$ cat src/design/wlm_pkg.sv
// Shared types, constants and decode helpers for the linear memory unit.
// No dependencies; imported by every module of the block but wlm_ram.
package wlm_pkg;

  localparam int unsigned MAX_PAGES   = 4;
  localparam int unsigned RESET_PAGES = 1;
  localparam int unsigned PAGE_BITS   = 16;
  localparam int unsigned MEM_BYTES   = MAX_PAGES << PAGE_BITS;
  localparam int unsigned ADDR_W      = $clog2(MEM_BYTES);
  localparam int unsigned BANKS       = 8;
  localparam int unsigned BANK_W      = 3;
  localparam int unsigned ROW_W       = ADDR_W - BANK_W;
  localparam int unsigned ROWS        = MEM_BYTES / BANKS;
  localparam int unsigned PG_ROW_SH   = PAGE_BITS - BANK_W;
  localparam int unsigned PC_W        = $clog2(MAX_PAGES + 1);
  localparam int unsigned CNT_W       = ADDR_W + 1;
  localparam int unsigned LIM_W       = PC_W + PAGE_BITS;
  localparam int unsigned END_W       = 34;

  // config register index (paddr bit 2)
  localparam logic REG_INIT_PAGES = 1'b0;

  // instruction codes
  localparam logic [4:0] F_I32_LOAD     = 5'd0;
  localparam logic [4:0] F_I64_LOAD     = 5'd1;
  localparam logic [4:0] F_F32_LOAD     = 5'd2;
  localparam logic [4:0] F_F64_LOAD     = 5'd3;
  localparam logic [4:0] F_I32_LOAD8_S  = 5'd4;
  localparam logic [4:0] F_I32_LOAD8_U  = 5'd5;
  localparam logic [4:0] F_I32_LOAD16_S = 5'd6;
  localparam logic [4:0] F_I32_LOAD16_U = 5'd7;
  localparam logic [4:0] F_I64_LOAD8_S  = 5'd8;
  localparam logic [4:0] F_I64_LOAD8_U  = 5'd9;
  localparam logic [4:0] F_I64_LOAD16_S = 5'd10;
  localparam logic [4:0] F_I64_LOAD16_U = 5'd11;
  localparam logic [4:0] F_I64_LOAD32_S = 5'd12;
  localparam logic [4:0] F_I64_LOAD32_U = 5'd13;
  localparam logic [4:0] F_I32_STORE    = 5'd14;
  localparam logic [4:0] F_I64_STORE    = 5'd15;
  localparam logic [4:0] F_F32_STORE    = 5'd16;
  localparam logic [4:0] F_F64_STORE    = 5'd17;
  localparam logic [4:0] F_I32_STORE8   = 5'd18;
  localparam logic [4:0] F_I32_STORE16  = 5'd19;
  localparam logic [4:0] F_I64_STORE8   = 5'd20;
  localparam logic [4:0] F_I64_STORE16  = 5'd21;
  localparam logic [4:0] F_I64_STORE32  = 5'd22;
  localparam logic [4:0] F_MEM_SIZE     = 5'd23;
  localparam logic [4:0] F_MEM_GROW     = 5'd24;
  localparam logic [4:0] F_MEM_FILL     = 5'd25;
  localparam logic [4:0] F_MEM_COPY     = 5'd26;

  typedef enum logic [2:0] {
    OP_LOAD, OP_STORE, OP_SIZE, OP_GROW, OP_FILL, OP_COPY, OP_NOP
  } op_e;

  typedef struct packed {
    logic [4:0]  func;
    logic [31:0] base_addr;
    logic [31:0] mem_offset;
    logic [63:0] store_value;
    logic [31:0] source_addr;
    logic [31:0] byte_count;
    logic [31:0] grow_pages;
  } in_t;

  typedef struct packed {
    logic [63:0] result_value;
    logic        out_of_bounds;
    logic        grow_failed;
  } res_t;

  // decoded command passed from front to back
  typedef struct packed {
    op_e              op;
    logic [4:0]       func;
    logic [3:0]       nbytes;
    logic [ADDR_W-1:0] addr;
    logic [ADDR_W-1:0] src;
    logic [END_W-1:0] end_a;
    logic [END_W-1:0] end_b;
    logic [63:0]      data;
    logic [CNT_W-1:0] cnt;
    logic             cnt_zero;
    logic             grow_big;
    logic [PC_W-1:0]  grow_n;
  } cmd_t;

  function automatic logic [3:0] access_bytes(input logic [4:0] f);
    logic [3:0] n;
    n = 4'd0;
    unique case (f) inside
      F_I32_LOAD, F_F32_LOAD, F_I64_LOAD32_S, F_I64_LOAD32_U,
      F_I32_STORE, F_F32_STORE, F_I64_STORE32:                 n = 4'd4;
      F_I64_LOAD, F_F64_LOAD, F_I64_STORE, F_F64_STORE:        n = 4'd8;
      F_I32_LOAD8_S, F_I32_LOAD8_U, F_I64_LOAD8_S, F_I64_LOAD8_U,
      F_I32_STORE8, F_I64_STORE8:                              n = 4'd1;
      F_I32_LOAD16_S, F_I32_LOAD16_U, F_I64_LOAD16_S, F_I64_LOAD16_U,
      F_I32_STORE16, F_I64_STORE16:                            n = 4'd2;
      default:                                                 n = 4'd0;
    endcase
    return n;
  endfunction

  // extend raw little-endian bytes to the instruction's result type
  function automatic logic [63:0] load_format(input logic [4:0] f, input logic [63:0] v);
    logic [63:0] r;
    r = v;
    unique case (f) inside
      F_I32_LOAD, F_F32_LOAD, F_I64_LOAD32_U: r = {32'b0, v[31:0]};
      F_I32_LOAD8_S:                          r = {32'b0, {24{v[7]}}, v[7:0]};
      F_I32_LOAD8_U, F_I64_LOAD8_U:           r = {56'b0, v[7:0]};
      F_I32_LOAD16_S:                         r = {32'b0, {16{v[15]}}, v[15:0]};
      F_I32_LOAD16_U, F_I64_LOAD16_U:         r = {48'b0, v[15:0]};
      F_I64_LOAD8_S:                          r = {{56{v[7]}}, v[7:0]};
      F_I64_LOAD16_S:                         r = {{48{v[15]}}, v[15:0]};
      F_I64_LOAD32_S:                         r = {{32{v[31]}}, v[31:0]};
      default:                                r = v;
    endcase
    return r;
  endfunction

endpackage

$ cat src/design/wlm_resq.sv
// Result queue, 2 deep, between the back end and the result port.
// Depends on wlm_pkg.
module wlm_resq (
  input  logic          clk_i,
  input  logic          rst_ni,
  input  logic          push_i,
  input  wlm_pkg::res_t data_i,
  output logic          full_o,
  input  logic          pop_i,
  output logic          empty_o,
  output wlm_pkg::res_t data_o
);
  import wlm_pkg::*;

  res_t       q_q [2];
  logic       wptr_q, rptr_q;
  logic [1:0] cnt_q;
  logic       do_push, do_pop;

  assign full_o  = (cnt_q == 2'd2);
  assign empty_o = (cnt_q == 2'd0);
  assign data_o  = q_q[rptr_q];
  assign do_push = push_i && !full_o;
  assign do_pop  = pop_i && !empty_o;

  always_ff @(posedge clk_i or negedge rst_ni) begin
    if (!rst_ni) begin
      wptr_q <= 1'b0;
      rptr_q <= 1'b0;
      cnt_q  <= 2'd0;
    end else begin
      if (do_push) wptr_q <= !wptr_q;
      if (do_pop)  rptr_q <= !rptr_q;
      cnt_q <= cnt_q + 2'(do_push) - 2'(do_pop);
    end
  end

  always_ff @(posedge clk_i) begin
    if (do_push) q_q[wptr_q] <= data_i;
  end

endmodule

$ cat config.mk
export PLATFORM = sky130hd
export DESIGN_NAME = wlm_resq
export DESIGN_NICKNAME = d
export VERILOG_FILES = /design/src/design/wlm_pkg.sv /design/src/design/wlm_resq.sv
export SDC_FILE = /design/constraint.sdc
export NUM_CORES = 1
export LEC_CHECK = 0
export BUFFER_PORTS_ARGS = -buffer_cell sky130_fd_sc_hd__clkbuf_2
export CAP_MARGIN = 5
export CELL_PAD_IN_SITES_DETAIL_PLACEMENT = 0
export CELL_PAD_IN_SITES_GLOBAL_PLACEMENT = 1
export CORE_ASPECT_RATIO = 0.5
export CORE_MARGIN = 3
export CORE_UTILIZATION = 40
export DETAILED_ROUTE_END_ITERATION = 10
export GPL_TIMING_DRIVEN = 0
export HOLD_SLACK_MARGIN = 0.02
export PLACE_DENSITY_LB_ADDON = 0.05
export SLEW_MARGIN = 5
export SYNTH_ARGS = -nofsm -noshare
export SYNTH_HDL_FRONTEND = slang
export SYNTH_SLANG_ARGS = --single-unit
$ cat constraint.sdc
create_clock -name clk_i -period 3.8 [get_ports clk_i]
set_input_delay 0.38 -clock clk_i [delete_from_list [all_inputs] [get_ports clk_i]]
set_output_delay 0.38 -clock clk_i [all_outputs]
set_load 0.01 [all_outputs]
* After elaboration in Yosys (flattened, before gate mapping)
Memories as Yosys holds them, arrays and structs flattened.
Cells that the tools add are included.
** Storage, ports and cells
- Bits in registers :: 4
- RAM bits :: 132
- Output and inout bits :: 68
- Memories kept :: 1
** Memories
- q_q :: words 2, bits a word 66, rd ports 1, clocked after memory_dff 0, write ports 1, RTL line wlm_resq.sv:15 : res_t q_q [2];
** Cells by class
- Add/sub/neg operators :: 2
- Equality and inequality tests :: 1
- Mux-type cells :: 2
- Reductions and logical operators :: 7
** Operators by type and width (count)
- $logic_not 1->1 :: 4
- $add 2x1->2 :: 1
- $eq 2x2->1 const B :: 1
- $logic_and 1x1->1 :: 2
- $logic_not 2->1 :: 1
- $mux 1 :: 2
- $sub 2x1->2 :: 1

* Longest topological paths before layout
Gate-level depths: netlist of run 1.
- Depth after elaboration :: 5
- Depth in mapped cells :: 7

* Least setup slack after synthesis of run 1
Ideal clock, no wire load.
- Path type :: register to register
- From :: reg cnt_q[1]
- To :: mem q_q[0][0] (netlist name) (enable)
- Arrival time :: 3354 ps
- Required time :: 3310 ps
- Slack :: -44 ps
- Cell stages (with the launch flop) :: 4
- Cells stage by stage :: dfrtp_1 nand2b_1 nand2_1 nor2_1
** On the way
- Word-level cells in the longest chain between the ends :: 5
** RTL lines
- start, declared :: RTL line wlm_resq.sv:17 : logic [1:0] cnt_q;
- start signal, assigned :: RTL line wlm_resq.sv:34 : cnt_q <= cnt_q + 2'(do_push) - 2'(do_pop);
- $eq 2x2->1 :: RTL line wlm_resq.sv:20 : assign full_o = (cnt_q == 2'd2);
- $logic_not 1->1 :: RTL line wlm_resq.sv:23 : assign do_push = push_i && !full_o;
- $logic_and 1x1->1 :: RTL line wlm_resq.sv:23
- $mux 1 :: RTL line wlm_resq.sv:39 : if (do_push) q_q[wptr_q] <= data_i;
- $mux 1 (not written as such) :: RTL line wlm_resq.sv:39
- end, declared :: RTL line wlm_resq.sv:15
No other way between the ends.

* Final worst setup path of run 1
- From :: reg cnt_q[0]
- To :: mem q_q[0][46] (netlist name) (enable)
Same word-level chain as after synthesis.

==> flow_metrics.env, run 1 <==
export IMPL_critPathBufInv=2
export IMPL_fin_ws_ns=1.721
export IMPL_grt_most_used_layer="met2"
export IMPL_dp_hpwl_um=6082
export IMPL_ctsResizeCount=0
export IMPL_worst_pin_slew_ns=0.7438
export IMPL_viasPerCell=4.554
export IMPL_hold_path_class="input pin to flop"
export IMPL_timing_rr_end="q_q[0][46]"
export IMPL_setup_viol=0
export IMPL_holdPathEnd="q_q[1][10]"
export IMPL_slew_viol_final=0
export IMPL_postSynthCellCount=223
export IMPL_fin_crit_sh=0.5470
export IMPL_fin_util=0.5504
export IMPL_max_freq_mhz=481.1
export IMPL_use_met3=0.05403
export IMPL_initial_core_util=0.4198
export IMPL_r2r_cells=5
export IMPL_finClkSkew_ns=0.006431
export IMPL_cpLargestDelayFamily="simple AND/OR/NAND/NOR gates"
export IMPL_fp_dieH_um=85.64
export IMPL_cts_buffers=17
export IMPL_pre_cts_ws_ns=1.677
export IMPL_placed_cell_area_mm2=0.006053
export IMPL_fin_crit_ns=2.079
export IMPL_hold_path_depth=1
export IMPL_cp_required_ns=3.91
export IMPL_syn_avg_cell_area_um2=22.75
export IMPL_layout_common_cells="clkbuf_2 (137), edfxtp_1 (132), mux2_2 (36)"
export IMPL_grt_max_degree=43
export IMPL_die_w_um=165.3
export IMPL_rsz0062_at_grt="false"
export IMPL_grt_usage=0.1348
export IMPL_clkLatencyLatePin_ns=0.40
export IMPL_num_nets_final=455
export IMPL_tns_ns=0
export IMPL_syn_cell_area_mm2=0.005074
export IMPL_startpoint="cnt_q[0]"
export IMPL_drtIter0Drc=133
export IMPL_crit_chain="nand2b_1 > nand2_1 > nor2_4 > buf_12 > buf_16"
export IMPL_cts_sinks=136
export IMPL_gr_usage_met2=0.2302
export IMPL_routed_wl_um=9012
export IMPL_core_mm2=0.01209
export IMPL_slew_headroom=0.5029
export IMPL_n_antenna_cell=0
export IMPL_firstDrtPassIters=4
export IMPL_drv_cap=0
export IMPL_cts_root_buf="clkbuf_16"
export IMPL_powerDensity_mw_per_mm2=804.7
export IMPL_yosysSeqAreaShare=0.8010
export IMPL_synth_seq_cells=136
export IMPL_setup_worst_path_end_class="flop"
export IMPL_yosys_area_top_type_share=0.7813
export IMPL_path_max_fanout=25
export IMPL_cpPeakStageDelay_ns=0.60
export IMPL_ir_drop_mv=0.4010
export IMPL_use_met1=0.1522
export IMPL_syn_nets=295
export IMPL_place_congestion=0.6535
export IMPL_grt_pass1_vias=2843
export IMPL_crit_type="flop to flop"
export IMPL_drive_gt1_frac=0.6136
export IMPL_vias=2555
export IMPL_ios=138
export IMPL_drc=0
export IMPL_hold_start="data_i[10]"
export IMPL_worstSetupStartpointType="flop"
export IMPL_final_cell_area_mm2=0.006653
export IMPL_clkTransAtPathRegs_ns=0.06
export IMPL_area_growth_pct=31.12
export IMPL_r2r_start="cnt_q[0]"
export IMPL_fp_dieArea_mm2=0.01415
export IMPL_mostFrequentLayoutCell="clkbuf_2"
export IMPL_cp_arrival_ns=2.19
export IMPL_yosysUniqueCellTypes=16
export IMPL_port_buffers=137
export IMPL_ant_nets=0
export IMPL_antenna_found_initial=1
export IMPL_cts_max_level=4
export IMPL_status="complete, no violations"
export IMPL_reg2reg_setup_slack_ns=1.72
export IMPL_clock_path_buffers=2
export IMPL_synth_top_area_cell="edfxtp_1"
export IMPL_hold_violations=0
export IMPL_cts_tree="done"
export IMPL_power_leakage_nw=2.634
export IMPL_grt_remaining_overflow=0
export IMPL_num_rows=28
export IMPL_yosysWarnings=0
export IMPL_critical_path_slowest_cell="nor2_4"
export IMPL_grt_pass1_wl_um=14280
export IMPL_synth_area_leaders="edfxtp_1 (78%), mux2_4 (8.9%), mux2_2 (8.0%)"
export IMPL_wl_per_cell_um=16.06
[cell usage after synthesis, drive strengths merged]
cell    instances
and3            1
nor2            2
ha              2
mux2           66
dfrtp           4
nand2b          1
xnor2           3
edfxtp        132
nand2           1
nor2b           1
xor2            1
buf             7
inv             2
[worst max-delay path by stage]
stage	cells after the start	slack, ns	end
floorplan	3	1.06	q_q[0][0]
detailed placement	5	1.68	q_q[0][55]
global route	5	1.55	q_q[0][43]
CTS	5	1.66	q_q[0][46]
global placement	3	0.07	q_q[0][49]
finish	5	1.72	q_q[0][46]
[cell type report]
class	count	area [um^2]
Sequential cell	136	4064
Multi-Input combinational cell	78	958.4
Clock buffer	20	436.7
Fill cell	996	5434
Tap cell	165	206.4
Inverter	2	7.507
Buffer	7	56.30
Clock inverter	12	152.6
Timing Repair Buffer	141	770.7
[what timing repair did]
action,CTS,global route
hold buffers,1,0
buffers inserted,0,0
hold endpoints to repair,4,0
[per-layer routing]
| layer | vias to the layer above | share of wire |
|---|---|---|
| met1 | 1242 | 0.40 |
| met3 | 13 | 0.082 |
| li1 | 1207 | - |
| met4 | 2 | 0.012 |
| met5 | - | 0.0010 |
| met2 | 91 | 0.51 |
[sequential cells by signal, indices dropped and copies added, names as in the netlist]
signal and count:
q_q 132, cnt_q 2, rptr_q 1, wptr_q 1
[stage by stage]
step | hold WS, ns | cells | power [W]
floorplan | 0.08441 | 223 | 0.003199
global placement | 0.1889 | 525 | 0.003736
detailed placement | 0.1947 | 528 | 0.003819
CTS | 0.1446 | 561 | 0.005453
global route | 0.1404 | 561 | 0.005646
finish | 0.1659 | 561 | 0.005353
[kinds of logic (layout without fill, tap and decap cells)]
family	count (synthesis)	in the layout	synth area share
adder cells (fa/ha/maj)	2	2	0.004931
XOR/XNOR	4	4	0.006906
multiplexers	66	66	0.1687
buffers and inverters	9	182	0.01258
flip-flops	136	136	0.8010
AND/OR/NAND/NOR	6	6	0.005921
[where the power goes]
group / switching [W] / leakage, nW / internal (W)
clock: 0.000583 / 0.278 / 0.00103
sequential: 0.0000856 / 1.27 / 0.00205
combinational: 0.000812 / 1.08 / 0.000792
No activity file was read; power rests on OpenSTA's default activity.
==> run 2: changes to the inputs <==
--- a/config.mk
+++ b/config.mk
@@ -11,7 +11,7 @@
 export CELL_PAD_IN_SITES_GLOBAL_PLACEMENT = 1
 export CORE_ASPECT_RATIO = 0.5
 export CORE_MARGIN = 3
-export CORE_UTILIZATION = 40
+export CORE_UTILIZATION = 44
 export DETAILED_ROUTE_END_ITERATION = 10
 export GPL_TIMING_DRIVEN = 0
 export HOLD_SLACK_MARGIN = 0.02
==> constraint.sdc (replaced) <==
create_clock -name clk_i -period 2.1 [get_ports clk_i]
set_input_delay 0.21 -clock clk_i [delete_from_list [all_inputs] [get_ports clk_i]]
set_output_delay 0.21 -clock clk_i [all_outputs]
set_load 0.01 [all_outputs]
==> run 2 against run 1 <==
Sequential power grew 81%. Die area shrank 8.6%. Cell count grew 8.0%. Combinational power grew 88%. Worst setup slack lost 1.5 ns. Routed wire length grew 6.4%. Maximum frequency grew 10%. Power grew 85%. Via count grew 8.6%. Non-clock buffer count grew 66.
==> flow_metrics.env, run 2 (synthesized netlist as in run 1, its figures left out) <==
export IMPL_grt_pass1_wl_um=14520
export IMPL_status="complete, no violations"
export IMPL_die_w_um=157.9
export IMPL_ios=138
export IMPL_drv_cap=0
export IMPL_cpLargestDelayFamily="simple AND/OR/NAND/NOR gates"
export IMPL_grt_max_degree=56
export IMPL_dp_cells=508
export IMPL_hold_violations=0
export IMPL_slew_viol_final=0
export IMPL_finClkSkew_ns=0.005261
export IMPL_vias=2775
export IMPL_clock_path_buffers=2
export IMPL_fp_dieArea_mm2=0.01293
export IMPL_regMostFlops="q_q"
export IMPL_setup_worst_path_end_class="flop"
export IMPL_finalPower_w=0.009918
export IMPL_drc=0
export IMPL_critical_path_slowest_cell="dfrtp_1"
export IMPL_dp_hpwl_um=6209
export IMPL_critPathBufInv=2
export IMPL_clkTransAtPathRegs_ns=0.05
export IMPL_fp_dieH_um=81.93
export IMPL_wl_per_cell_um=15.82
export IMPL_core_mm2=0.01111
export IMPL_fill_cells=790
export IMPL_worstSetupStartpointType="flop"
export IMPL_worst_pin_slew_ns=0.4153
export IMPL_max_freq_mhz=531.1
export IMPL_tns_ns=0
export IMPL_routed_wl_um=9589
export IMPL_ir_drop_mv=0.8357
export IMPL_cts_tree="done"
export IMPL_ant_nets=0
export IMPL_fin_cells=606
export IMPL_cts_root_buf="clkbuf_16"
export IMPL_mostFrequentLayoutCell="clkbuf_2"
export IMPL_cts_sinks=136
export IMPL_initial_core_util=0.4565
export IMPL_r2r_cells=5
export IMPL_num_nets_final=521
export IMPL_port_buffers=137
export IMPL_fin_crit_ns=1.883
export IMPL_power_leakage_nw=2.925
export IMPL_firstDrtPassIters=4
export IMPL_crit_chain="nand2b_1 > nand2_1 > nor2_4 > buf_12 > buf_12"
export IMPL_largest_reg_flops=132
export IMPL_grt_remaining_overflow=0
export IMPL_reg2reg_setup_slack_ns=0.22
export IMPL_viasPerCell=4.579
export IMPL_powerDensity_mw_per_mm2=1359
export IMPL_area_growth_pct=43.85
export IMPL_r2r_start="cnt_q[1]"
export IMPL_rsz0062_at_grt="false"
export IMPL_ctsResizeCount=0
export IMPL_antenna_found_initial=0
export IMPL_timing_rr_end="q_q[0][32]"
export IMPL_cts_max_level=4
export IMPL_cts_buffers=17
export IMPL_reg_top3="q_q: 132 flops, cnt_q: 2 flops"
export IMPL_cp_required_ns=2.19
export IMPL_n_antenna_cell=0
export IMPL_crit_type="flop to flop"
export IMPL_hold_path_class="input pin to async pin"
export IMPL_layout_common_cells="clkbuf_2 (137), edfxtp_1 (132), dlygate4sd3_1 (67)"
export IMPL_setup_viol=0
export IMPL_num_rows=27
export IMPL_path_common_cell="buf_12"
export IMPL_drtIter0Drc=131
export IMPL_clkLatencyLatePin_ns=0.40
export IMPL_place_congestion=0.7048
export IMPL_fin_crit_sh=0.8966
export IMPL_holdWs_ns=0.1664
export IMPL_drive_gt1_frac=0.5315
export IMPL_grt_pass1_vias=3030
export IMPL_path_max_fanout=31
export IMPL_cp_arrival_ns=1.98
export IMPL_cpPeakStageDelay_ns=0.41
export IMPL_slew_headroom=0.7225
export IMPL_grt_usage=0.1530
export IMPL_cts_setup_buffers=0
-- run 2: cell types whose count changed in the layout (fill, tap and decap cells not counted), sizes merged --
cell         previous run  this run
clkinv                  6         7
inv                     2         3
clkbuf                157       154
clkinvlp                3         2
bufinv                  3         4
dlygate4sd3             1        67
-- run 2: per-stage QoR --
step                        util  setup slack (ns)  area, um^2
after global placement    0.5353           -0.4668        5949
after CTS                 0.6566            0.1864        7298
after floorplan                -           0.08123        5082
after global routing      0.6566           0.06044        7298
final                     0.6566            0.2170        7298
after detailed placement  0.5417            0.2164        6021
-- run 2: worst max path at each step --
stage                       to      from  cells past startpoint
global placement    q_q[0][48]  cnt_q[1]                      3
global route        q_q[0][36]  cnt_q[0]                      5
detailed placement  q_q[0][46]  cnt_q[1]                      5
CTS                 q_q[0][36]  cnt_q[1]                      5
floorplan            q_q[0][0]  cnt_q[1]                      3
finish              q_q[0][32]  cnt_q[1]                      5
-- run 2: final cells by class --
class,count,area [um^2],share of cell area
Tap cell,145,181.4,0.02486
Clock inverter,14,181.4,0.02486
Buffer,7,56.30,0.007715
Inverter,2,7.507,0.001029
Timing Repair Buffer,207,1424,0.1951
Sequential cell,136,4064,0.5568
Multi-Input combinational cell,78,958.4,0.1313
Clock buffer,17,425.4,0.05829
-- run 2: where the power goes --
part	switching [W]	internal, W
combinational	0.00150	0.00150
sequential	0.000159	0.00371
clock	0.00108	0.00197
-- run 2: what timing repair did --
| item | 4_1_cts | 5_1_grt |
|---|---|---|
| hold buffers | 67 | 0 |
| setup endpoints to repair | 0 | 0 |
| endpoints found under the hold margin | 136 | 0 |
-- run 2: worst reg2reg max path: cells and delay by family, from the launching register on --
kind                   cells  cell delay [ns]
buffers and inverters      2             0.48
flip-flops                 1             0.41
AND/OR/NAND/NOR            3             0.67
-- run 2: per-layer routing --
| layer | vias up | wire [um] | track usage |
|---|---|---|---|
| met5 | - | 0 | 0 |
| met4 | 0 | 85 | 0.07013 |
| met3 | 12 | 600 | 0.05474 |
| met2 | 82 | 4774 | 0.2621 |
| met1 | 1345 | 4128 | 0.1755 |
| li1 | 1336 | - | - |
