===== config.mk =====
export PLATFORM = sky130hd
export DESIGN_NAME = wlm_front
export DESIGN_NICKNAME = d
export VERILOG_FILES = /design/src/design/wlm_pkg.sv /design/src/design/wlm_front.sv
export SDC_FILE = /design/constraint.sdc
export NUM_CORES = 1
export LEC_CHECK = 0
export ABC_AREA = 1
export BUFFER_PORTS_ARGS = -buffer_cell sky130_fd_sc_hd__buf_2
export CAP_MARGIN = 30
export CORE_MARGIN = 3
export CORE_UTILIZATION = 50
export DETAILED_ROUTE_END_ITERATION = 16
export GPL_TIMING_DRIVEN = 0
export HOLD_SLACK_MARGIN = 0.12
export PLACE_DENSITY = 0.8
export SETUP_SLACK_MARGIN = 0.2
export SLEW_MARGIN = 5
export SYNTH_ARGS = -nofsm -noshare
export SYNTH_HDL_FRONTEND = slang
export SYNTH_SLANG_ARGS = --single-unit

===== constraint.sdc =====
create_clock -name clk_i -period 19.5 [get_ports clk_i]
set_input_delay 0.975 -clock clk_i [delete_from_list [all_inputs] [get_ports clk_i]]
set_output_delay 0.975 -clock clk_i [all_outputs]
set_load 0.05 [all_outputs]

===== src/design/wlm_pkg.sv =====
// Shared types, constants and decode helpers for the linear memory unit.
// No dependencies; imported by every module of the block but wlm_ram.
package wlm_pkg;

  localparam int unsigned MAX_PAGES   = 4;
  localparam int unsigned RESET_PAGES = 1;
  localparam int unsigned PAGE_BITS   = 16;
  localparam int unsigned MEM_BYTES   = MAX_PAGES << PAGE_BITS;
  localparam int unsigned ADDR_W      = $clog2(MEM_BYTES);
  localparam int unsigned BANKS       = 8;
  localparam int unsigned BANK_W      = 3;
  localparam int unsigned ROW_W       = ADDR_W - BANK_W;
  localparam int unsigned ROWS        = MEM_BYTES / BANKS;
  localparam int unsigned PG_ROW_SH   = PAGE_BITS - BANK_W;
  localparam int unsigned PC_W        = $clog2(MAX_PAGES + 1);
  localparam int unsigned CNT_W       = ADDR_W + 1;
  localparam int unsigned LIM_W       = PC_W + PAGE_BITS;
  localparam int unsigned END_W       = 34;

  // config register index (paddr bit 2)
  localparam logic REG_INIT_PAGES = 1'b0;

  // instruction codes
  localparam logic [4:0] F_I32_LOAD     = 5'd0;
  localparam logic [4:0] F_I64_LOAD     = 5'd1;
  localparam logic [4:0] F_F32_LOAD     = 5'd2;
  localparam logic [4:0] F_F64_LOAD     = 5'd3;
  localparam logic [4:0] F_I32_LOAD8_S  = 5'd4;
  localparam logic [4:0] F_I32_LOAD8_U  = 5'd5;
  localparam logic [4:0] F_I32_LOAD16_S = 5'd6;
  localparam logic [4:0] F_I32_LOAD16_U = 5'd7;
  localparam logic [4:0] F_I64_LOAD8_S  = 5'd8;
  localparam logic [4:0] F_I64_LOAD8_U  = 5'd9;
  localparam logic [4:0] F_I64_LOAD16_S = 5'd10;
  localparam logic [4:0] F_I64_LOAD16_U = 5'd11;
  localparam logic [4:0] F_I64_LOAD32_S = 5'd12;
  localparam logic [4:0] F_I64_LOAD32_U = 5'd13;
  localparam logic [4:0] F_I32_STORE    = 5'd14;
  localparam logic [4:0] F_I64_STORE    = 5'd15;
  localparam logic [4:0] F_F32_STORE    = 5'd16;
  localparam logic [4:0] F_F64_STORE    = 5'd17;
  localparam logic [4:0] F_I32_STORE8   = 5'd18;
  localparam logic [4:0] F_I32_STORE16  = 5'd19;
  localparam logic [4:0] F_I64_STORE8   = 5'd20;
  localparam logic [4:0] F_I64_STORE16  = 5'd21;
  localparam logic [4:0] F_I64_STORE32  = 5'd22;
  localparam logic [4:0] F_MEM_SIZE     = 5'd23;
  localparam logic [4:0] F_MEM_GROW     = 5'd24;
  localparam logic [4:0] F_MEM_FILL     = 5'd25;
  localparam logic [4:0] F_MEM_COPY     = 5'd26;

  typedef enum logic [2:0] {
    OP_LOAD, OP_STORE, OP_SIZE, OP_GROW, OP_FILL, OP_COPY, OP_NOP
  } op_e;

  typedef struct packed {
    logic [4:0]  func;
    logic [31:0] base_addr;
    logic [31:0] mem_offset;
    logic [63:0] store_value;
    logic [31:0] source_addr;
    logic [31:0] byte_count;
    logic [31:0] grow_pages;
  } in_t;

  typedef struct packed {
    logic [63:0] result_value;
    logic        out_of_bounds;
    logic        grow_failed;
  } res_t;

  // decoded command passed from front to back
  typedef struct packed {
    op_e              op;
    logic [4:0]       func;
    logic [3:0]       nbytes;
    logic [ADDR_W-1:0] addr;
    logic [ADDR_W-1:0] src;
    logic [END_W-1:0] end_a;
    logic [END_W-1:0] end_b;
    logic [63:0]      data;
    logic [CNT_W-1:0] cnt;
    logic             cnt_zero;
    logic             grow_big;
    logic [PC_W-1:0]  grow_n;
  } cmd_t;

  function automatic logic [3:0] access_bytes(input logic [4:0] f);
    logic [3:0] n;
    n = 4'd0;
    unique case (f) inside
      F_I32_LOAD, F_F32_LOAD, F_I64_LOAD32_S, F_I64_LOAD32_U,
      F_I32_STORE, F_F32_STORE, F_I64_STORE32:                 n = 4'd4;
      F_I64_LOAD, F_F64_LOAD, F_I64_STORE, F_F64_STORE:        n = 4'd8;
      F_I32_LOAD8_S, F_I32_LOAD8_U, F_I64_LOAD8_S, F_I64_LOAD8_U,
      F_I32_STORE8, F_I64_STORE8:                              n = 4'd1;
      F_I32_LOAD16_S, F_I32_LOAD16_U, F_I64_LOAD16_S, F_I64_LOAD16_U,
      F_I32_STORE16, F_I64_STORE16:                            n = 4'd2;
      default:                                                 n = 4'd0;
    endcase
    return n;
  endfunction

  // extend raw little-endian bytes to the instruction's result type
  function automatic logic [63:0] load_format(input logic [4:0] f, input logic [63:0] v);
    logic [63:0] r;
    r = v;
    unique case (f) inside
      F_I32_LOAD, F_F32_LOAD, F_I64_LOAD32_U: r = {32'b0, v[31:0]};
      F_I32_LOAD8_S:                          r = {32'b0, {24{v[7]}}, v[7:0]};
      F_I32_LOAD8_U, F_I64_LOAD8_U:           r = {56'b0, v[7:0]};
      F_I32_LOAD16_S:                         r = {32'b0, {16{v[15]}}, v[15:0]};
      F_I32_LOAD16_U, F_I64_LOAD16_U:         r = {48'b0, v[15:0]};
      F_I64_LOAD8_S:                          r = {{56{v[7]}}, v[7:0]};
      F_I64_LOAD16_S:                         r = {{48{v[15]}}, v[15:0]};
      F_I64_LOAD32_S:                         r = {{32{v[31]}}, v[31:0]};
      default:                                r = v;
    endcase
    return r;
  endfunction

endpackage


===== src/design/wlm_front.sv =====
// Front end: decodes incoming words into commands and queues them (2 deep).
// Depends on wlm_pkg.
module wlm_front (
  input  logic          clk_i,
  input  logic          rst_ni,
  input  logic          push_i,
  output logic          full_o,
  input  wlm_pkg::in_t  in_i,
  output logic          cmd_valid_o,
  input  logic          cmd_pop_i,
  output wlm_pkg::cmd_t cmd_o
);
  import wlm_pkg::*;

  cmd_t       dec;
  cmd_t       q_q [2];
  logic       wptr_q, rptr_q;
  logic [1:0] cnt_q;
  logic       do_push, do_pop;

  always_comb begin
    dec          = '0;
    dec.func     = in_i.func;
    dec.nbytes   = access_bytes(in_i.func);
    dec.data     = in_i.store_value;
    dec.src      = ADDR_W'(in_i.source_addr);
    dec.cnt      = CNT_W'(in_i.byte_count);
    dec.cnt_zero = (in_i.byte_count == '0);
    dec.grow_big = (in_i.grow_pages > 32'(MAX_PAGES));
    dec.grow_n   = PC_W'(in_i.grow_pages);
    dec.end_b    = END_W'(in_i.source_addr) + END_W'(in_i.byte_count);
    dec.addr     = ADDR_W'(in_i.base_addr);
    dec.end_a    = END_W'(in_i.base_addr) + END_W'(in_i.byte_count);
    unique case (in_i.func) inside
      [F_I32_LOAD:F_I64_LOAD32_U]: dec.op = OP_LOAD;
      [F_I32_STORE:F_I64_STORE32]: dec.op = OP_STORE;
      F_MEM_SIZE:                  dec.op = OP_SIZE;
      F_MEM_GROW:                  dec.op = OP_GROW;
      F_MEM_FILL:                  dec.op = OP_FILL;
      F_MEM_COPY:                  dec.op = OP_COPY;
      default:                     dec.op = OP_NOP;
    endcase
    if (dec.op == OP_LOAD || dec.op == OP_STORE) begin
      dec.addr  = ADDR_W'(in_i.base_addr + in_i.mem_offset);
      dec.end_a = END_W'(in_i.base_addr) + END_W'(in_i.mem_offset) + END_W'(dec.nbytes);
    end
  end

  assign full_o      = (cnt_q == 2'd2);
  assign cmd_valid_o = (cnt_q != 2'd0);
  assign cmd_o       = q_q[rptr_q];
  assign do_push     = push_i && !full_o;
  assign do_pop      = cmd_pop_i && cmd_valid_o;

  always_ff @(posedge clk_i or negedge rst_ni) begin
    if (!rst_ni) begin
      wptr_q <= 1'b0;
      rptr_q <= 1'b0;
      cnt_q  <= 2'd0;
    end else begin
      if (do_push) wptr_q <= !wptr_q;
      if (do_pop)  rptr_q <= !rptr_q;
      cnt_q <= cnt_q + 2'(do_push) - 2'(do_pop);
    end
  end

  always_ff @(posedge clk_i) begin
    if (do_push) q_q[wptr_q] <= dec;
  end

endmodule


### After elaboration in Yosys (flattened, before gate mapping)

Memory sizes are Yosys's and may differ from the RTL's.
Index checks and enable logic that the tools add are counted.

* equality and inequality tests: 28
* reductions and logical operators: 16
* muxes and demuxes: 6
* $add $sub $neg: 7
* order comparisons: 5

Operators by type and width (count)
* $add A32 B32 Y33: 3
* $eq A5 B5 Y1 const B: 11
* $eq A5 B4 Y1 const B: 8
* $add A33 B4 Y34: 1
* $mux W34: 1
* $gt A32 B3 Y1 const B: 1
* $logic_not A32 Y1: 1
* $eq A5 B3 Y1 const B: 4
* $add A18 B18 Y18: 1
* $mux W18: 1
* $pmux W3 S6: 1
* $pmux W4 S4: 1
* $reduce_or A6 Y1: 2
* $eq A5 B2 Y1 const B: 2
* $reduce_or A7 Y1: 1
* $eq A5 B1 Y1 const B: 1
* $ge A5 B1 Y1 const B: 1
* $ge A5 B4 Y1 const B: 1
* $le A5 B4 Y1 const B: 1
* $le A5 B5 Y1 const B: 1
* $logic_not A5 Y1: 1
* $logic_and A1 B1 Y1: 4
* $reduce_or A4 Y1: 1
* $eq A3 B1 Y1 const B: 1
* 8 further kinds: 11

* register bits: 4
* memories: 1
* word-level logic and storage cells: 66
* output and inout bits: 206
* bits in writable memories: 406

Memories
* q_q: depth 2, width 203, rd ports 1, clocked after memory_dff 0, write ports 1, line wlm_front.sv:16 `cmd_t q_q [2];`

### Logic depth before layout (Yosys ltp)

Gate-level depths: netlist of the first run.

* word-level depth: 6
* gate-level depth with buffers: 22
* mapped depth without buffers: 22

### Worst setup path after synthesis of the first run

No wires, ideal clock.

* kind: in2reg
* start: input push_i
* end: memory q_q[0][0] (netlist name), enable pin
* path slack: 9129 ps
* path buffers: 0
* setup time: 771 ps
* stages on the path: 2
* arrival time: 9600 ps
* data required time: 18729 ps
* cells stage by stage: o21ai_0 nor2_1

* word-level cells in the longest chain between the ends: 3

RTL lines
* from (decl): line wlm_front.sv:6 `input logic push_i,`
* $logic_and A1 B1 Y1: line wlm_front.sv:52 `assign do_push = push_i && !full_o;`
* $mux W1: line wlm_front.sv:68 `if (do_push) q_q[wptr_q] <= dec;`
* $mux W1 (not written as such): line wlm_front.sv:68
* to (decl): line wlm_front.sv:16

No other way between the ends.

==> results of run 1 <==
## area by class of cell
cell class              count  area, µm²  share of cell area (%)
inverters                 304       1140                    3.99
multi-input cells        2052      10100                    35.3
well taps                 607        759                    2.66
diodes                      8       20.0                  0.0700
repair buffers            454       2530                    8.86
flip-flops and latches    410      12300                    43.0
clock inverters            27        335                    1.17
plain buffers              59        268                   0.937
clock buffers              52       1140                    3.99
## power groups by stage
stage               combinational [µW]  clock (µW)  sequential [µW]
floorplan                         1450           0             1360
global placement                  2010           0             1410
detailed placement                2090           0             1300
CTS                               2100         864             1280
global route                      2230         900             1290
finish                            2100         853             1280
## routing by layer
metal,part of all wire [%],vias to the layer above,GRT usage (%)
li1,-,10205,-
met1,39,9622,35.3
met2,49,861,52.5
met3,7.9,173,5.41
met4,3.9,8,11.2
met5,0.065,-,0
## worst paths after layout
check                               to
min                             rptr_q
min in group clk_i            cnt_q[0]
max reg2reg                q_q[0][113]
max in group asynchronous       wptr_q
max                         cmd_o[137]
min reg2reg                   cnt_q[0]
## through the flow
step                      total power [µW]  setup slack, ns  cell area (µm²)  instances  utilization [%]
after global routing                  4420            15.20            28600       3973             61.1
after CTS                             4240            15.26            28600       3964             61.1
after floorplan                       2810             9.13            23800       2825                -
final                                 4230            15.29            28600       3973             61.1
after global placement                3420             4.55            26700       3869             57.2
after detailed placement              3390            14.94            27100       3885             57.9
## sequential cells by signal, indices dropped and copies added (netlist names)
name    flops
q_q       406
cnt_q       2
rptr_q      1
wptr_q      1
## cells in the mapped netlist, drive strengths merged (2+ instances only)
library cell and instances:
a211oi 3, a21o 7, a21oi 94, a31oi 4
and3 3, buf 16, clkbuf 43, dfrtp 4
edfxtp 406, fa 20, ha 129, inv 303
nand2 1281, nand3 129, nand3b 15, nand4 14
nor2 176, nor3 18, nor4 21, o211ai 2
o21a 2, o21ai 66, o21bai 8, or2 3
xnor2 13, xor2 42
## placed cells by master (no fill, tap or decap), types with 18 or more instances in the layout
cell type / n
edfxtp_1: 406
xor2_1: 42
nand3_1: 129
o21ai_0: 60
inv_1: 302
nor3_1: 18
nand2_1: 1281
a21oi_1: 94
buf_2: 444
nor2_1: 174
clkbuf_16: 43
ha_1: 129
clkbuf_1: 49
nor4_1: 21
fa_1: 20
## logic make-up (layout without fill, tap and decap cells)
kind of cell,Yosys count,count (layout)
simple gates,1660,1660
flops,410,410
buf+inv,363,896
compound gates,187,187
fa+ha+maj,149,149
xor+xnor,55,55
other cells,1,9
## critical path, delay by kind of cell, from the launching register on
family / cells / cell delay, ns
buf+inv: 4 / 1.95
simple gates: 2 / 0.39
flops: 1 / 0.33
==> impl_results.md, run 1 <==
- Gate Count Post-Synth: 2,825
- Core area: 46,800 µm²
- Post-synthesis compound-gate area fraction: 4.24%
- Buffer count from post-CTS setup fixing: 0
- Grt total ovfl: 0
- Mux contribution to synthesized area: 0%
- Synthesized area: 23,800 µm²
- Post-synthesis cell type count: 36
- Largest cells by area after synthesis: edfxtp_1 (51%), nand2_1 (20%), ha_1 (6.8%), inv_1 (4.8%), nor2_1 (2.8%)
- Internal Power: 2180 µW
- CTS sink count: 410
- Largest family of logic cells by synthesized area: simple AND/OR/NAND/NOR gates
- GPL Wtd Cong: 0.938
- DR DRC count: 0
- Clock share of power: 20.2%
- First-pass GRT wire length: 112 mm
- Detailed-route via count: 20,869
- Xor-xnor portion of the synthesized cell area: 2.03%
- Dpl hpwl: 60.6 mm
- Crit. End Element: output pin
- Max cap viols: 0
- Maximum vdd drop: 0.000115 V
- WHS: 0.204 ns
- Fin. max-slew vios: 0
- Worst path cell trace: clkbuf_1 > clkbuf_1 > buf_1 > nand2_1 > nand2_1 > buf_2
- Largest net degree at the start of global routing: 33
- Post-CTS Hold Fix Bufs: 0
- Worst Setup SP: rptr_q
- Height of the die: 224 µm
- Max FO, Critical Path: 10
- Initial core utilization: 50.9%
- Post-Route WL: 75.7 mm
- Startpoint type of the worst setup path: register
- Register area share after synthesis: 51.7%
- Fin Setup TNS: 0 ns
- Power density over the cells: 148 nW/µm²
- RSZ-0062 raised after global routing: no
- DR WL/cell: 19.0 µm
- Sequential Power Share: 30.3%
- Die X: 224 µm
- Flops & latches, synth: 410
- CTS tree: done
- Worst slew pin tran: 0.981 ns
- Synth Area in Adders: 8.47%
- Worst Path Required: 18.53 ns
- Area leader, netlist: edfxtp_1
- Crit path DAT: 3.24 ns
- Antenna Violating Nets Remaining: 0
- Static Leak: 0.0139 µW
- Placement Rows: 79
- CP max stage delay: 0.77 ns
- Gr usage total: 29.4%
- P&R area growth vs syn: 20.2%
- First drt pass iteration count: 7
- DRT iter0 DRCs: 1,528
- Max Clk Rate: 237 MHz
- Worst-skew pair later-pin latency: 0.58 ns
- Post-synth top flop: edfxtp_1
- Final Hold Fails: 0
- Vias in the first global route: 19,703
- EDFF count, synth: 406
- Clock Tree Buf Depth: 3
- Root buf cell: clkbuf_16
- Share of layout cells above drive strength 1: 16.2%
- Fillers: 4,032
- H-Tree Depth: 2
- Clock skew: 0.0225 ns
- I/O pin count: 439
- Post_cts resized: 0
- Synth Area in Simple Gates: 27.6%
- Max-slew headroom: 34.6%
- Cells on worst reg2reg path: 6
- Tightest Hold Check Type: in2async
- R2R setup slack: 16.99 ns
- Syn nets: 3,207
- Slowest CP cell: clkbuf_1
- Switching share of power: 48.5%
- Final setup violation count: 0
- Post-DR vias/cell: 5.25
- Worst-path clk slew: 0.06 ns
- RR Startpoint: cnt_q[1]
- Avg Cell Area, Syn: 8.42 µm²
- Layout Nets: 3,706
- Async SR Flop Fraction: 0.976%
- Port bufs: 437
- Minimum clock period after layout: 4.21 ns
- Num CTS Buffers: 43
- Area share of the largest cell type after synthesis: 51.3%
- Tcrit/Tclk final: 21.6%
- Sw Pwr: 2050 µW
- Portion of total power attributed to combinational logic: 49.6%
- Initial antenna violation count: 13
- Die ar.: 50,200 µm²
- Syn. warnings: 0
- Outcome: finished clean
- CP Class: reg2out
No activity file was read; power rests on OpenSTA's default activity.
==> run 2, diff against run 1 <==
clock period = 4.35 ns   (was 19.5 ns; I/O delays follow)
==> run 2 against run 1 <==
Effect of this change: worst hold slack worse by 0.053 ns; highest routed layer is now met4; largest power group unchanged; critical endpoint is now q_q[0][154]; sequential cell count did not move; cell count increased by 3.1%.
==> impl_results.md, run 2 (synthesis results as in run 1) <==
- P&R area growth vs syn: 25.4% (was 20.2%)
- Die X: 224 µm (unchanged)
- Max cap viols: 0 (unchanged)
- Antenna Violating Nets Remaining: 0 (unchanged)
- Tcrit/Tclk final: 87.2%
- Final Hold Fails: 0 (unchanged)
- Port bufs: 437 (unchanged)
- First drt pass iteration count: 5 (was 7)
- Area of the multi-input gates: 10,100 µm² (about the same)
- Biggest register: q_q (unchanged)
- CTS sink count: 410 (unchanged)
- Final setup violation count: 0 (unchanged)
- DRT iter0 DRCs: 1,541 (was 1,528)
- Worst-path clk slew: 0.06 ns (about the same)
- Vias in the first global route: 21,086 (was 19,703)
- Outcome: finished clean (unchanged)
- Sw Pwr: 9380 µW (was 2050 µW)
- Largest register FFs: 406 (unchanged)
- Gr usage total: 30.9% (was 29.4%)
- Crit path DAT: 4.13 ns (was 3.24 ns)
- H-Tree Depth: 2 (unchanged)
- Internal Power: 9800 µW (was 2180 µW)
- Worst-skew pair later-pin latency: 0.58 ns (about the same)
- Clock Tree Buf Depth: 3 (unchanged)
- Initial core utilization: 50.9% (unchanged)
- Post-Route Utilization: 63.8% (was 61.1%)
- Register area: 12,300 µm² (unchanged)
- Clock share of power: 19.8% (was 20.2%)
- Fin Setup TNS: 0 ns (unchanged)
- Crit. End Element: register (was output pin)
- Buffer count from post-CTS setup fixing: 0 (unchanged)
- Top Registers: q_q: 406 flops, cnt_q: 2 flops (unchanged)
- Portion of total power attributed to combinational logic: 50.1% (was 49.6%)
- Num CTS Buffers: 44 (was 43)
- DR WL/cell: 19.4 µm (was 19.0 µm)
- Max FO, Critical Path: 8 (was 10)
- Maximum vdd drop: 0.000364 V (was 0.000115 V)
- Share of layout cells above drive strength 1: 15.5% (was 16.2%)
- Static Leak: 0.0144 µW (was 0.0139 µW)
- Max-slew headroom: 36.0% (was 34.6%)
- Dpl hpwl: 59.8 mm (was 60.6 mm)
- Die ar.: 50,200 µm² (unchanged)
- Sequential Power Share: 30.0% (was 30.3%)
- Minimum clock period after layout: 3.79 ns
- Most common cell after layout, fill and taps aside: nand2_1 (unchanged)
- Clock skew: 0.0211 ns (was 0.0225 ns)
- Max Clk Rate: 264 MHz
- Root buf cell: clkbuf_16 (unchanged)
- Initial antenna violation count: 4 (was 13)
- Most frequent cells in the layout: nand2_1 (1,281), buf_2 (444), edfxtp_1 (406), inv_1 (302), nor2_1 (173) (was nand2_1 (1,281), buf_2 (444), edfxtp_1 (406), inv_1 (302), nor2_1 (174))
- Grt total ovfl: 0 (unchanged)
- Fin. max-slew vios: 0 (unchanged)
- Worst slew pin tran: 0.961 ns (was 0.981 ns)
- Worst Path Required: 4.68 ns (was 18.53 ns)
- CTS tree: done (unchanged)
- Layout Nets: 3,833 (was 3,706)
- Height of the die: 224 µm (unchanged)
- DR DRC count: 0 (unchanged)
- Post-DR vias/cell: 5.31 (was 5.25)
- Detailed-route via count: 21,749 (was 20,869)
- First-pass GRT wire length: 118 mm (was 112 mm)
- CP Class: in2reg (was reg2out)
- Switching share of power: 48.9% (was 48.5%)
- Post-Route WL: 79.4 mm (was 75.7 mm)
- Tightest Hold Check Type: in2reg (was in2async)
- RSZ-0062 raised after global routing: no (unchanged)
- I/O pin count: 439 (unchanged)
- Startpoint type of the worst setup path: primary input (was register)
- Core area: 46,800 µm² (unchanged)
- Placement Rows: 79 (unchanged)
- GPL Wtd Cong: 0.953 (was 0.938)
- Fillers: 3,858 (was 4,032)
- Power density over the cells: 643 nW/µm² (was 148 nW/µm²)
- Largest net degree at the start of global routing: 32 (was 33)
run 2: changes by cell type in the layout (fill, tap and decap cells not counted), sizes merged:
cell / previous run / this run
dlygate4sd3: 0 / 127
diode: 8 / 4
inv: 310 / 306
clkinvlp: 2 / 4
bufinv: 6 / 5
clkbuf: 96 / 97
clkinv: 13 / 14
run 2: worst paths after layout:
path                           start          end  slack [ns]  cells past startpoint
setup / recovery           in_i[224]  q_q[0][154]        0.56                     21
hold reg to reg             cnt_q[0]     cnt_q[0]        0.59                      1
setup reg to reg            cnt_q[1]  q_q[1][113]        1.68                      7
hold / removal             in_i[195]  q_q[0][176]        0.15                      3
max in group asynchronous     rst_ni       rptr_q        3.61                      3
min in group asynchronous     rst_ni     cnt_q[1]        0.56                      3
run 2: layout make-up:
| type | instances | area share, % |
|---|---|---|
| inverters | 304 | 3.83 |
| flip-flops and latches | 410 | 41.2 |
| multi-input cells | 2052 | 33.9 |
| well taps | 607 | 2.55 |
| plain buffers | 59 | 0.898 |
| repair buffers | 580 | 12.7 |
| clock buffers | 54 | 3.89 |
| clock inverters | 25 | 1.02 |
| diodes | 4 | 0.0336 |
run 2: power groups by stage:
stage / Combinational [µW] / Clock (µW) / Sequential, µW
global placement: 9050 / 0 / 5950
detailed placement: 9370 / 0 / 5810
CTS: 9490 / 3810 / 5740
floorplan: 6520 / 0 / 5860
global route: 10200 / 4000 / 5820
finish: 9620 / 3810 / 5760
run 2: metrics by stage:
stage / worst slack (ns) / power (µW) / instances / cell area (µm²) / hold WS [ns]
2_1_floorplan: 0.230 / 12400 / 2825 / 23800 / -0.0781
3_3_place_gp: -1.43 / 15000 / 3869 / 26700 / 0.0264
3_5_place_dp: 0.591 / 15200 / 3884 / 27100 / 0.0261
4_1_cts: 0.621 / 19000 / 4090 / 29800 / 0.126
5_1_grt: 0.269 / 20000 / 4095 / 29800 / 0.156
6_report: 0.555 / 19200 / 4095 / 29800 / 0.152
run 2: critical path, cell delays in order:
cell	delay, ns
dlygate4sd3_1	0.54
buf_2	0.14
clkbuf_1	0.21
nor2_1	0.20
nand2_1	0.08
a31oi_1	0.26
inv_1	0.09
fa_1	0.36
inv_1	0.07
ha_1	0.22
inv_1	0.07
fa_1	0.40
inv_1	0.12
nand3_1	0.08
nand3_1	0.16
nand2_1	0.07
nand2_1	0.18
nand2_1	0.14
nand3_1	0.13
nand2_1	0.06
a21oi_1	0.33
run 2: layer usage:
layer  global-route usage [%]  routed length (µm)  part of all wire [%]  vias to the layer above
li1                         -                   -                     -                    10452
met4                     13.2                3470                   4.4                        0
met5                        0                   0                     0                        -
met1                     37.1               30800                    39                    10153
met3                     5.14                5800                   7.3                      204
met2                     54.9               39300                    50                      940
run 2: timing repair:
item                                    4_1_cts  5_1_grt
hold endpoints to repair                    250        0
hold buffers                                127        0
gates resized for setup                       0        1
endpoints found under the setup margin        0        2
